## src/hdl/tfu_pkg.sv

```systemverilog
// shared types and constants of the triangle tangent frame unit
// no dependencies
`default_nettype none

package tfu_pkg;

   localparam int UV_WIDTH   = 16;
   localparam int OUT_WIDTH  = 16;
   localparam int DUV_WIDTH  = UV_WIDTH + 1;
   localparam int SCALE_BIT  = 23;
   localparam int SCALED_W   = SCALE_BIT + 1;
   localparam int SUMSQ_W    = 2 * SCALED_W + 2;
   localparam int ROOT_W     = SUMSQ_W + 1;
   localparam int QUOT_W     = 17;
   localparam int FRAC_SHIFT = 15;
   localparam logic [QUOT_W-1:0] UNIT_Q14 = QUOT_W'(16384);

   typedef struct packed {
      logic full;
      logic empty;
   } q_status_type;

endpackage

`default_nettype wire

```

## src/hdl/triangle_tangent_frame_unit.sv

```systemverilog
// top level of the triangle tangent frame unit
// depends on tfu_pkg, tfu_front, tfu_queue and tfu_back
`default_nettype none

// Vertices come in one request per cycle, three to a triangle; the third vertex of
// each triangle produces one unit tangent and unit binormal in Q1.14 plus a
// degenerate flag. The front end takes a vertex every cycle while the two-entry
// queue has room. Each triangle then passes through the single frame engine: it
// is taken from the queue, its products are formed on one shared multiplier, and
// each non-zero vector is loaded, scaled one bit at a time (up to 23 bits, or
// COORD_WIDTH-6 where that is larger) until it settles, then goes through the sum
// of squares, the square root, three divisions and a step to move on; a zero
// vector goes from the load straight to that last step. The result register is
// then loaded once the previous result has been taken. That engine sets the
// sustained rate.

module triangle_tangent_frame_unit #(
   parameter int COORD_WIDTH = 16
) (
   input  wire logic                                clock,
   input  wire logic                                reset,
   input  wire logic                                req_valid,
   output logic                                     req_ready,
   input  wire logic signed [COORD_WIDTH-1:0]       req_pos_x,
   input  wire logic signed [COORD_WIDTH-1:0]       req_pos_y,
   input  wire logic signed [COORD_WIDTH-1:0]       req_pos_z,
   input  wire logic signed [tfu_pkg::UV_WIDTH-1:0] req_tex_u,
   input  wire logic signed [tfu_pkg::UV_WIDTH-1:0] req_tex_v,
   output logic                                     rsp_valid,
   input  wire logic                                rsp_ready,
   output logic signed [tfu_pkg::OUT_WIDTH-1:0]     rsp_tangent_x,
   output logic signed [tfu_pkg::OUT_WIDTH-1:0]     rsp_tangent_y,
   output logic signed [tfu_pkg::OUT_WIDTH-1:0]     rsp_tangent_z,
   output logic signed [tfu_pkg::OUT_WIDTH-1:0]     rsp_binormal_x,
   output logic signed [tfu_pkg::OUT_WIDTH-1:0]     rsp_binormal_y,
   output logic signed [tfu_pkg::OUT_WIDTH-1:0]     rsp_binormal_z,
   output logic                                     rsp_degenerate
);

   localparam int JW = 6 * (COORD_WIDTH + 1) + 4 * tfu_pkg::DUV_WIDTH;

   tfu_pkg::q_status_type q_status;
   logic                  push, pop;
   logic [JW-1:0]         push_data, pop_data;

   tfu_front #(.CW(COORD_WIDTH)) u_front (
      .clock     (clock),
      .reset     (reset),
      .req_valid (req_valid),
      .req_ready (req_ready),
      .req_pos_x (req_pos_x),
      .req_pos_y (req_pos_y),
      .req_pos_z (req_pos_z),
      .req_tex_u (req_tex_u),
      .req_tex_v (req_tex_v),
      .q_status  (q_status),
      .push      (push),
      .push_data (push_data)
   );

   tfu_queue #(.WIDTH(JW)) u_queue (
      .clock     (clock),
      .reset     (reset),
      .push      (push),
      .push_data (push_data),
      .pop       (pop),
      .pop_data  (pop_data),
      .status    (q_status)
   );

   tfu_back #(.CW(COORD_WIDTH)) u_back (
      .clock          (clock),
      .reset          (reset),
      .q_status       (q_status),
      .pop_data       (pop_data),
      .pop            (pop),
      .rsp_valid      (rsp_valid),
      .rsp_ready      (rsp_ready),
      .rsp_tangent_x  (rsp_tangent_x),
      .rsp_tangent_y  (rsp_tangent_y),
      .rsp_tangent_z  (rsp_tangent_z),
      .rsp_binormal_x (rsp_binormal_x),
      .rsp_binormal_y (rsp_binormal_y),
      .rsp_binormal_z (rsp_binormal_z),
      .rsp_degenerate (rsp_degenerate)
   );

endmodule

`default_nettype wire

```

## src/hdl/tfu_queue.sv

```systemverilog
// two-entry queue between vertex front end and frame engine
// depends on tfu_pkg
`default_nettype none

module tfu_queue #(
   parameter int WIDTH = 170
) (
   input  wire logic             clock,
   input  wire logic             reset,
   input  wire logic             push,
   input  wire logic [WIDTH-1:0] push_data,
   input  wire logic             pop,
   output logic [WIDTH-1:0]      pop_data,
   output tfu_pkg::q_status_type status
);

   logic [WIDTH-1:0] entry_ff [2];
   logic             wr_ptr_ff;
   logic             rd_ptr_ff;
   logic [1:0]       count_ff;

   assign status.full  = (count_ff == 2'd2);
   assign status.empty = (count_ff == 2'd0);
   assign pop_data     = entry_ff[rd_ptr_ff];

   always_ff @(posedge clock) begin
      if (push) begin
         entry_ff[wr_ptr_ff] <= push_data;
      end
      if (reset) begin
         wr_ptr_ff <= 1'b0;
         rd_ptr_ff <= 1'b0;
         count_ff  <= 2'd0;
      end else begin
         if (push) begin
            wr_ptr_ff <= ~wr_ptr_ff;
         end
         if (pop) begin
            rd_ptr_ff <= ~rd_ptr_ff;
         end
         if (push && !pop) begin
            count_ff <= count_ff + 2'd1;
         end else if (pop && !push) begin
            count_ff <= count_ff - 2'd1;
         end
      end
   end

endmodule

`default_nettype wire

```

## src/hdl/tfu_front.sv

```systemverilog
// vertex front end: holds two vertices and forms triangle edges and uv deltas
// depends on tfu_pkg
`default_nettype none

module tfu_front #(
   parameter int CW = 16
) (
   input  wire logic                              clock,
   input  wire logic                              reset,
   input  wire logic                              req_valid,
   output logic                                   req_ready,
   input  wire logic signed [CW-1:0]              req_pos_x,
   input  wire logic signed [CW-1:0]              req_pos_y,
   input  wire logic signed [CW-1:0]              req_pos_z,
   input  wire logic signed [tfu_pkg::UV_WIDTH-1:0] req_tex_u,
   input  wire logic signed [tfu_pkg::UV_WIDTH-1:0] req_tex_v,
   input  tfu_pkg::q_status_type                  q_status,
   output logic                                   push,
   output logic [6*(CW+1)+4*tfu_pkg::DUV_WIDTH-1:0] push_data
);

   localparam int SW = CW + 1;
   localparam int DW = tfu_pkg::DUV_WIDTH;

   logic signed [CW-1:0] held_pos_ff [2][3];
   logic signed [tfu_pkg::UV_WIDTH-1:0] held_u_ff [2];
   logic signed [tfu_pkg::UV_WIDTH-1:0] held_v_ff [2];
   logic [1:0] slot_ff;
   logic       accept;
   logic signed [SW-1:0] s0 [3];
   logic signed [SW-1:0] s1 [3];
   logic signed [CW-1:0] cur [3];
   logic signed [DW-1:0] du0, du1, dv0, dv1;

   assign req_ready = (slot_ff != 2'd2) || !q_status.full;
   assign accept    = req_valid && req_ready;
   assign push      = accept && (slot_ff == 2'd2);

   assign cur[0] = req_pos_x;
   assign cur[1] = req_pos_y;
   assign cur[2] = req_pos_z;

   always_comb begin
      for (int i = 0; i < 3; i++) begin
         s0[i] = SW'(held_pos_ff[0][i]) - SW'(held_pos_ff[1][i]);
         s1[i] = SW'(cur[i]) - SW'(held_pos_ff[0][i]);
      end
      du0 = DW'(held_u_ff[0]) - DW'(held_u_ff[1]);
      du1 = DW'(req_tex_u) - DW'(held_u_ff[0]);
      dv0 = DW'(held_v_ff[0]) - DW'(held_v_ff[1]);
      dv1 = DW'(req_tex_v) - DW'(held_v_ff[0]);
   end

   assign push_data = {s0[0], s0[1], s0[2], s1[0], s1[1], s1[2], du0, du1, dv0, dv1};

   always_ff @(posedge clock) begin
      if (accept && (slot_ff != 2'd2)) begin
         held_pos_ff[slot_ff[0]][0] <= req_pos_x;
         held_pos_ff[slot_ff[0]][1] <= req_pos_y;
         held_pos_ff[slot_ff[0]][2] <= req_pos_z;
         held_u_ff[slot_ff[0]]      <= req_tex_u;
         held_v_ff[slot_ff[0]]      <= req_tex_v;
      end
      if (reset) begin
         slot_ff <= 2'd0;
      end else if (accept) begin
         slot_ff <= (slot_ff == 2'd2) ? 2'd0 : slot_ff + 2'd1;
      end
   end

endmodule

`default_nettype wire

```

## src/hdl/tfu_back.sv

```systemverilog
// frame engine: products, normalisation, tangent flip and result register
// depends on tfu_pkg
`default_nettype none

module tfu_back #(
   parameter int CW = 16
) (
   input  wire logic                                clock,
   input  wire logic                                reset,
   input  tfu_pkg::q_status_type                    q_status,
   input  wire logic [6*(CW+1)+4*tfu_pkg::DUV_WIDTH-1:0] pop_data,
   output logic                                     pop,
   output logic                                     rsp_valid,
   input  wire logic                                rsp_ready,
   output logic signed [tfu_pkg::OUT_WIDTH-1:0]     rsp_tangent_x,
   output logic signed [tfu_pkg::OUT_WIDTH-1:0]     rsp_tangent_y,
   output logic signed [tfu_pkg::OUT_WIDTH-1:0]     rsp_tangent_z,
   output logic signed [tfu_pkg::OUT_WIDTH-1:0]     rsp_binormal_x,
   output logic signed [tfu_pkg::OUT_WIDTH-1:0]     rsp_binormal_y,
   output logic signed [tfu_pkg::OUT_WIDTH-1:0]     rsp_binormal_z,
   output logic                                     rsp_degenerate
);

   localparam int SW  = CW + 1;
   localparam int DW  = tfu_pkg::DUV_WIDTH;
   localparam int PW  = (SW > DW) ? SW : DW;
   localparam int RW  = 2 * PW + 1;
   localparam int VW  = CW + 19;
   localparam int MW  = CW + 18;
   localparam int NW  = tfu_pkg::SCALED_W;
   localparam int SQW = 2 * NW;
   localparam int XW  = tfu_pkg::ROOT_W;
   localparam int LW  = NW + 2;
   localparam int QW  = tfu_pkg::QUOT_W;
   localparam int OW  = tfu_pkg::OUT_WIDTH;

   typedef enum logic [3:0] {
      ST_IDLE, ST_MUL, ST_LOAD, ST_SHIFT, ST_SQ, ST_SQRT,
      ST_DINIT, ST_DIV, ST_DFIN, ST_NEXT, ST_FINISH
   } state_type;

   state_type state_ff;

   logic signed [SW-1:0] s0_ff [3];
   logic signed [SW-1:0] s1_ff [3];
   logic signed [DW-1:0] du0_ff, du1_ff, dv0_ff, dv1_ff;
   logic [4:0]           k_ff;
   logic signed [PW-1:0] op_a, op_b;
   logic signed [2*PW-1:0] prod_ff, acc_ff;
   logic signed [RW-1:0] mul_diff;
   logic [3:0]           pair;
   logic signed [VW-1:0] tb_ff [2][3];
   logic                 nn_ff, det_pos_ff;
   logic                 vec_ff;
   logic                 zero_ff [2];
   logic [MW-1:0]        mag_ff [3];
   logic                 sgn_ff [3];
   logic [SQW-1:0]       sq_ff;
   logic [XW-1:0]        ssum_ff, sx_ff, rt_ff, bit_ff;
   logic [NW-1:0]        sq_src;
   logic [1:0]           i_ff;
   logic [LW-1:0]        rem_ff;
   logic [QW-1:0]        num_ff, q_ff;
   logic [LW:0]          div_t;
   logic [LW-1:0]        len;
   logic [QW-1:0]        rnd;
   logic signed [OW-1:0] res_ff [2][3];
   logic                 shift_hi, shift_lo;
   logic signed [VW-1:0] ld_v [3];
   logic                 flip;

   logic                 rsp_valid_ff;
   logic signed [OW-1:0] out_ff [6];
   logic                 deg_ff;

   assign pop            = (state_ff == ST_IDLE) && !q_status.empty;
   assign rsp_valid      = rsp_valid_ff;
   assign rsp_tangent_x  = out_ff[0];
   assign rsp_tangent_y  = out_ff[1];
   assign rsp_tangent_z  = out_ff[2];
   assign rsp_binormal_x = out_ff[3];
   assign rsp_binormal_y = out_ff[4];
   assign rsp_binormal_z = out_ff[5];
   assign rsp_degenerate = deg_ff;

   always_comb begin
      op_a = '0;
      op_b = '0;
      case (k_ff)
         5'd0:  begin op_a = PW'(s0_ff[0]); op_b = PW'(dv1_ff); end
         5'd1:  begin op_a = PW'(s1_ff[0]); op_b = PW'(dv0_ff); end
         5'd2:  begin op_a = PW'(s0_ff[1]); op_b = PW'(dv1_ff); end
         5'd3:  begin op_a = PW'(s1_ff[1]); op_b = PW'(dv0_ff); end
         5'd4:  begin op_a = PW'(s0_ff[2]); op_b = PW'(dv1_ff); end
         5'd5:  begin op_a = PW'(s1_ff[2]); op_b = PW'(dv0_ff); end
         5'd6:  begin op_a = PW'(s0_ff[0]); op_b = PW'(du1_ff); end
         5'd7:  begin op_a = PW'(s1_ff[0]); op_b = PW'(du0_ff); end
         5'd8:  begin op_a = PW'(s0_ff[1]); op_b = PW'(du1_ff); end
         5'd9:  begin op_a = PW'(s1_ff[1]); op_b = PW'(du0_ff); end
         5'd10: begin op_a = PW'(s0_ff[2]); op_b = PW'(du1_ff); end
         5'd11: begin op_a = PW'(s1_ff[2]); op_b = PW'(du0_ff); end
         5'd12: begin op_a = PW'(s0_ff[1]); op_b = PW'(s1_ff[2]); end
         5'd13: begin op_a = PW'(s0_ff[2]); op_b = PW'(s1_ff[1]); end
         5'd14: begin op_a = PW'(s0_ff[2]); op_b = PW'(s1_ff[0]); end
         5'd15: begin op_a = PW'(s0_ff[0]); op_b = PW'(s1_ff[2]); end
         5'd16: begin op_a = PW'(s0_ff[0]); op_b = PW'(s1_ff[1]); end
         5'd17: begin op_a = PW'(s0_ff[1]); op_b = PW'(s1_ff[0]); end
         5'd18: begin op_a = PW'(dv0_ff);   op_b = PW'(du1_ff); end
         5'd19: begin op_a = PW'(dv1_ff);   op_b = PW'(du0_ff); end
         default: begin op_a = '0; op_b = '0; end
      endcase
   end

   assign mul_diff = RW'(acc_ff) - RW'(prod_ff);
   assign pair     = 4'((k_ff - 5'd1) >> 1);

   always_comb begin
      for (int i = 0; i < 3; i++) begin
         ld_v[i] = tb_ff[vec_ff][i];
      end
      shift_hi = 1'b0;
      shift_lo = 1'b1;
      for (int i = 0; i < 3; i++) begin
         if (mag_ff[i][MW-1:NW] != '0) begin
            shift_hi = 1'b1;
         end
         if (mag_ff[i][MW-1:tfu_pkg::SCALE_BIT] != '0) begin
            shift_lo = 1'b0;
         end
      end
      case (k_ff[1:0])
         2'd0:    sq_src = mag_ff[0][NW-1:0];
         2'd1:    sq_src = mag_ff[1][NW-1:0];
         default: sq_src = mag_ff[2][NW-1:0];
      endcase
      len   = rt_ff[LW-1:0];
      div_t = {1'b0, rem_ff[LW-2:0], num_ff[QW-1]};
      rnd   = (q_ff + QW'(1)) >> 1;
      if (rnd > tfu_pkg::UNIT_Q14) begin
         rnd = tfu_pkg::UNIT_Q14;
      end
      flip = !zero_ff[0] && !zero_ff[1] && nn_ff && det_pos_ff;
   end

   always_ff @(posedge clock) begin
      if (reset) begin
         state_ff     <= ST_IDLE;
         rsp_valid_ff <= 1'b0;
         k_ff         <= '0;
         vec_ff       <= 1'b0;
         i_ff         <= '0;
      end else begin
         if (rsp_valid_ff && rsp_ready) begin
            rsp_valid_ff <= 1'b0;
         end
         unique case (state_ff)
            ST_IDLE: begin
               if (!q_status.empty) begin
                  {s0_ff[0], s0_ff[1], s0_ff[2], s1_ff[0], s1_ff[1], s1_ff[2],
                   du0_ff, du1_ff, dv0_ff, dv1_ff} <= pop_data;
                  k_ff       <= '0;
                  nn_ff      <= 1'b0;
                  det_pos_ff <= 1'b0;
                  state_ff   <= ST_MUL;
               end
            end
            ST_MUL: begin
               prod_ff <= op_a * op_b;
               if (k_ff != 5'd0) begin
                  if (!k_ff[0]) begin
                     if (pair < 4'd3) begin
                        tb_ff[0][pair[1:0]] <= VW'(mul_diff);
                     end else if (pair < 4'd6) begin
                        tb_ff[1][2'(pair - 4'd3)] <= VW'(mul_diff);
                     end else if (pair < 4'd9) begin
                        nn_ff <= nn_ff || (mul_diff != '0);
                     end else begin
                        det_pos_ff <= (mul_diff > 0);
                     end
                  end else begin
                     acc_ff <= prod_ff;
                  end
               end
               if (k_ff == 5'd20) begin
                  vec_ff   <= 1'b0;
                  state_ff <= ST_LOAD;
               end else begin
                  k_ff <= k_ff + 5'd1;
               end
            end
            ST_LOAD: begin
               for (int i = 0; i < 3; i++) begin
                  sgn_ff[i] <= ld_v[i][VW-1];
                  mag_ff[i] <= MW'(ld_v[i][VW-1] ? -ld_v[i] : ld_v[i]);
               end
               if (ld_v[0] == '0 && ld_v[1] == '0 && ld_v[2] == '0) begin
                  zero_ff[vec_ff] <= 1'b1;
                  for (int i = 0; i < 3; i++) begin
                     res_ff[vec_ff][i] <= '0;
                  end
                  state_ff <= ST_NEXT;
               end else begin
                  zero_ff[vec_ff] <= 1'b0;
                  state_ff        <= ST_SHIFT;
               end
            end
            ST_SHIFT: begin
               if (shift_hi) begin
                  for (int i = 0; i < 3; i++) begin
                     mag_ff[i] <= mag_ff[i] >> 1;
                  end
               end else if (shift_lo) begin
                  for (int i = 0; i < 3; i++) begin
                     mag_ff[i] <= mag_ff[i] << 1;
                  end
               end else begin
                  k_ff     <= '0;
                  ssum_ff  <= '0;
                  state_ff <= ST_SQ;
               end
            end
            ST_SQ: begin
               sq_ff <= sq_src * sq_src;
               if (k_ff != 5'd0) begin
                  ssum_ff <= ssum_ff + XW'(sq_ff);
               end
               if (k_ff == 5'd3) begin
                  sx_ff    <= ssum_ff + XW'(sq_ff);
                  rt_ff    <= '0;
                  bit_ff   <= XW'(1) << (XW - 1);
                  state_ff <= ST_SQRT;
               end else begin
                  k_ff <= k_ff + 5'd1;
               end
            end
            ST_SQRT: begin
               if (bit_ff == '0) begin
                  i_ff     <= '0;
                  state_ff <= ST_DINIT;
               end else begin
                  if (sx_ff >= rt_ff + bit_ff) begin
                     sx_ff <= sx_ff - (rt_ff + bit_ff);
                     rt_ff <= (rt_ff >> 1) + bit_ff;
                  end else begin
                     rt_ff <= rt_ff >> 1;
                  end
                  bit_ff <= bit_ff >> 2;
               end
            end
            ST_DINIT: begin
               rem_ff   <= LW'(mag_ff[i_ff][NW-1:2]);
               num_ff   <= {mag_ff[i_ff][1:0], {tfu_pkg::FRAC_SHIFT{1'b0}}};
               q_ff     <= '0;
               k_ff     <= '0;
               state_ff <= ST_DIV;
            end
            ST_DIV: begin
               if (div_t >= {1'b0, len}) begin
                  rem_ff <= LW'(div_t - {1'b0, len});
                  q_ff   <= {q_ff[QW-2:0], 1'b1};
               end else begin
                  rem_ff <= LW'(div_t);
                  q_ff   <= {q_ff[QW-2:0], 1'b0};
               end
               num_ff <= num_ff << 1;
               if (k_ff == 5'(QW - 1)) begin
                  state_ff <= ST_DFIN;
               end else begin
                  k_ff <= k_ff + 5'd1;
               end
            end
            ST_DFIN: begin
               res_ff[vec_ff][i_ff] <= sgn_ff[i_ff] ? -OW'(rnd) : OW'(rnd);
               if (i_ff == 2'd2) begin
                  state_ff <= ST_NEXT;
               end else begin
                  i_ff     <= i_ff + 2'd1;
                  state_ff <= ST_DINIT;
               end
            end
            ST_NEXT: begin
               if (!vec_ff) begin
                  vec_ff   <= 1'b1;
                  state_ff <= ST_LOAD;
               end else begin
                  state_ff <= ST_FINISH;
               end
            end
            ST_FINISH: begin
               if (!rsp_valid_ff || rsp_ready) begin
                  for (int i = 0; i < 3; i++) begin
                     out_ff[i]     <= flip ? -res_ff[0][i] : res_ff[0][i];
                     out_ff[3 + i] <= res_ff[1][i];
                  end
                  deg_ff       <= zero_ff[0] || zero_ff[1];
                  rsp_valid_ff <= 1'b1;
                  state_ff     <= ST_IDLE;
               end
            end
            default: state_ff <= ST_IDLE;
         endcase
      end
   end

endmodule

`default_nettype wire

```

## config.mk

```make
export PLATFORM = sky130hd
export DESIGN_NAME = triangle_tangent_frame_unit
export DESIGN_NICKNAME = d
export VERILOG_FILES = /design/src/hdl/tfu_pkg.sv /design/src/hdl/triangle_tangent_frame_unit.sv /design/src/hdl/tfu_queue.sv /design/src/hdl/tfu_front.sv /design/src/hdl/tfu_back.sv
export SDC_FILE = /design/constraint.sdc
export NUM_CORES = 2
export LEC_CHECK = 0
export CAP_MARGIN = 20
export CORE_MARGIN = 2
export CORE_UTILIZATION = 70
export DETAILED_ROUTE_END_ITERATION = 6
export DONT_BUFFER_PORTS = 1
export HOLD_SLACK_MARGIN = 0.1
export PLACE_DENSITY = 0.86
export SKIP_LAST_GASP = 1
export SLEW_MARGIN = 25
export SYNTH_ARGS = -nofsm -noshare
export SYNTH_HDL_FRONTEND = slang
export SYNTH_SLANG_ARGS = --single-unit
```

## constraint.sdc

```tcl
create_clock -name clock -period 43.1 [get_ports clock]
set_input_delay 8.62 -clock clock [delete_from_list [all_inputs] [get_ports clock]]
set_output_delay 8.62 -clock clock [all_outputs]
set_load 0.005 [all_outputs]
```

==> results.toml <==
[status]
status = "complete, but fails checks"
violations = "design-rule violations"

[die]
chipWidth_um = 393
rows = 142
dieArea_mm2 = 0.155
die_h_um = 393
ios = 183
core_area_mm2 = 0.150
start_util_pct = 70.7

[setup_path]
path_class = "primary input to flip-flop"
crit_path_cell_trace = "ha_1, nor2b_1, o21ai_0, a21boi_0, o21a_1, o21ai_0, nand2_1, a41o_1, o41ai_1, o2111ai_1, a21oi_1, xnor2_1"
worstRegToRegCells = 31
critical_path.max_fanout = 4
max_stage_delay_ns = 0.64
cp_num_buf_inv = 0
worstPathRequired_ns = 43.61
r2r_slack_ns = 32.56
crit_arrival_ns = 11.45
crit_top_cell = "o21ai_0"
slowest_stage = "o41ai_1"
endpoint_kind = "flip-flop"
critPathTopFamily = "compound AO/OA/AOI/OAI gates"
r2r-start = "u_back.k_ff[0]"
rr_endpoint = "u_back.sq_ff[47]"
cp-start-kind = "primary input"

[route]
post_drt_wl_per_cell_um = 23.2
drtIter0Drc = 8287
ant_nets = 0
firstDrtPassIters = 7
drt_drc_violations_left = 4
wl_mm = 274
vias = 75800
viasPerCell = 6.41

[global_route]
grt_util_met1_pct = 44.2
antenna_found_initial = 4
grt_usage_pct = 35.2
grt_pass1_wl_mm = 425
grt_pass1_vias = 77000
grt_busiest_layer = "met2"
use_met3_pct = 7.55
use_met2_pct = 58.0
grt_max_degree = 171
gr-total-overflow = 0

[timing]
finalCritPeriodShare_pct = 25.4
fin_tns_setup_ns = 0
slew-limit-headroom_pct = 25.5
finalHoldViolCount = 0
maxSlewViolCount = 0
setup_slack_ns = 32.16
rsz0062_at_grt = "false"
setup_violations = 0
worst_slew_pin_slew_ns = 1.12
clock.fmax_ghz = 0.0914
period_needed_ns = 10.94
fin_skew_ns = 0.0558

[cts]
cts_sinks = 1542
post_cts_buffers = 0
cts_buffers = 158
insertion_delay_ns = 0.82
clk_path_buf_depth = 3
clk_pin_slew_ns = 0.07
htree_levels = 4
cts_tree = "built"
post_cts_resized = 0
hold_buffers = 0
cts_root_buf = "clkbuf_16"

[finish]
fin_nets = 11100
drive_gt1_share_pct = 6.54
instances_no_fill = 11800
layout_commonest_cell = "edfxtp_1"
area_delta_synth_final_pct = 7.30
fill_cells = 9180
most-common-layout-cells = "edfxtp_1, inv_1, nor2_1"

[min_path]
min_to = "u_back.out_ff[5][10]"
hp-class = "flip-flop to flip-flop"
min-delay-start = "u_back.res_ff[1][10]"
hold_depth = 0

[synth]
synth_nets = 11200
syn_area_per_cell_um2 = 10.9
synth_edf_count = 1520
ys_ff_latch = 1542
syn_area_mm2 = 0.106
yosysWarnings = 0
synthArstFlopShare_pct = 0
synth_cell_types = 93
postSynthCellCount = 9714
ys.flop_type = "edfxtp_1"
seq_area_frac_synth_pct = 43.4

[place]
io_buffers = 0
gp_congestion = 0.957
hpwlAfterDp_mm = 200
post-place-ws_ns = 31.50
dp_cells = 11500

[flow_run]
maxCapViolCount = 0
[worst max path at each step]
stage / start / endpoint / slack (ns) / cells past startpoint
after detailed placement: req_pos_z[0] / u_queue.entry_ff[0][84] / 31.50 / 14
after floorplan: reset / u_back.sx_ff[0] / 17.43 / 3
final: req_tex_u[1] / u_queue.entry_ff[1][49] / 32.16 / 12
after global placement: req_pos_y[1] / u_queue.entry_ff[0][100] / 31.64 / 12
after CTS: req_tex_u[1] / u_queue.entry_ff[1][49] / 32.26 / 12
after global routing: req_pos_z[0] / u_queue.entry_ff[0][84] / 31.86 / 14
[cell families after synthesis]
group                    share of synthesized area (%)
flip-flops                                        43.4
XOR/XNOR                                          4.67
buffers and inverters                             5.66
AND/OR/NAND/NOR                                   10.7
adder cells (fa/ha/maj)                           21.4
multiplexers                                      3.29
AO/OA/AOI/OAI                                     10.8
[synthesized netlist by cell type, drive strengths merged (83+ instances only)]
cell type / instances / area share, %
clkbuf: 246 / 0.87
mux2i: 139 / 1.3
xnor2: 378 / 3.1
a21o: 138 / 0.98
nor2: 1080 / 3.8
fa: 733 / 14
and3: 86 / 0.51
o21ai: 350 / 1.7
nor2b: 83 / 0.49
a31oi: 107 / 0.63
nor3: 139 / 0.66
mux2: 186 / 2.0
inv: 1275 / 4.5
nand3: 123 / 0.58
xor2: 188 / 1.6
a21oi: 567 / 2.7
nand2: 624 / 2.2
ha: 643 / 7.6
edfxtp: 1520 / 43
[per-layer routing]
| metal | vias up | part of all wire, % |
|---|---|---|
| li1 | 33600 | - |
| met1 | 37000 | 37 |
| met2 | 4269 | 48 |
| met3 | 967 | 10 |
| met4 | 0 | 5.8 |
| met5 | - | 0 |
[area by class of cell]
type	count	area [um^2]	share of cell area (%)
Antenna cell	8	20.0	0.0176
Clock buffer	194	4090	3.59
Clock inverter	91	1060	0.929
Inverter	1283	4820	4.23
Multi-Input combinational cell	6583	54300	47.7
Sequential cell	1542	46100	40.5
Tap cell	2016	2520	2.22
Timing Repair Buffer	110	946	0.831
[worst register-to-register path: cells and delay by family (launching register included)]
family                     cells  cell delay [ns]
buffers and inverters          8             1.67
AOI/OAI and AO/OA              9             2.92
DFF                            1             0.51
and+or+nand+nor                4             1.08
xor gates and xnor gates       1             0.08
adders and majority gates      9             4.03
[metrics by stage]
stage / hold WS [ns] / instance area [um^2] / util (%)
after floorplan: 0.400 / 106000 / -
after global placement: 0.403 / 109000 / 72.3
after detailed placement: 0.405 / 109000 / 72.3
after CTS: 0.410 / 114000 / 75.8
after global routing: 0.422 / 114000 / 75.8
final: 0.404 / 114000 / 75.8
[flip-flops by register name, indices dropped and copies added (netlist names), 25 cells and up, named ones only]
signal	cells
u_back.acc_ff	34
u_back.bit_ff	26
u_back.mag_ff	102
u_back.out_ff	96
u_back.prod_ff	34
u_back.rem_ff	25
u_back.res_ff	96
u_back.rt_ff	51
u_back.s0_ff	51
u_back.s1_ff	51
u_back.sq_ff	47
u_back.ssum_ff	51
u_back.sx_ff	51
u_back.tb_ff	210
u_front.held_pos_ff	96
u_front.held_u_ff	32
u_front.held_v_ff	32
u_queue.entry_ff	340
Power is left out: the tool's default activity adds up to more than one toggle a clock period on the data nets, which glitch-free logic cannot reach.
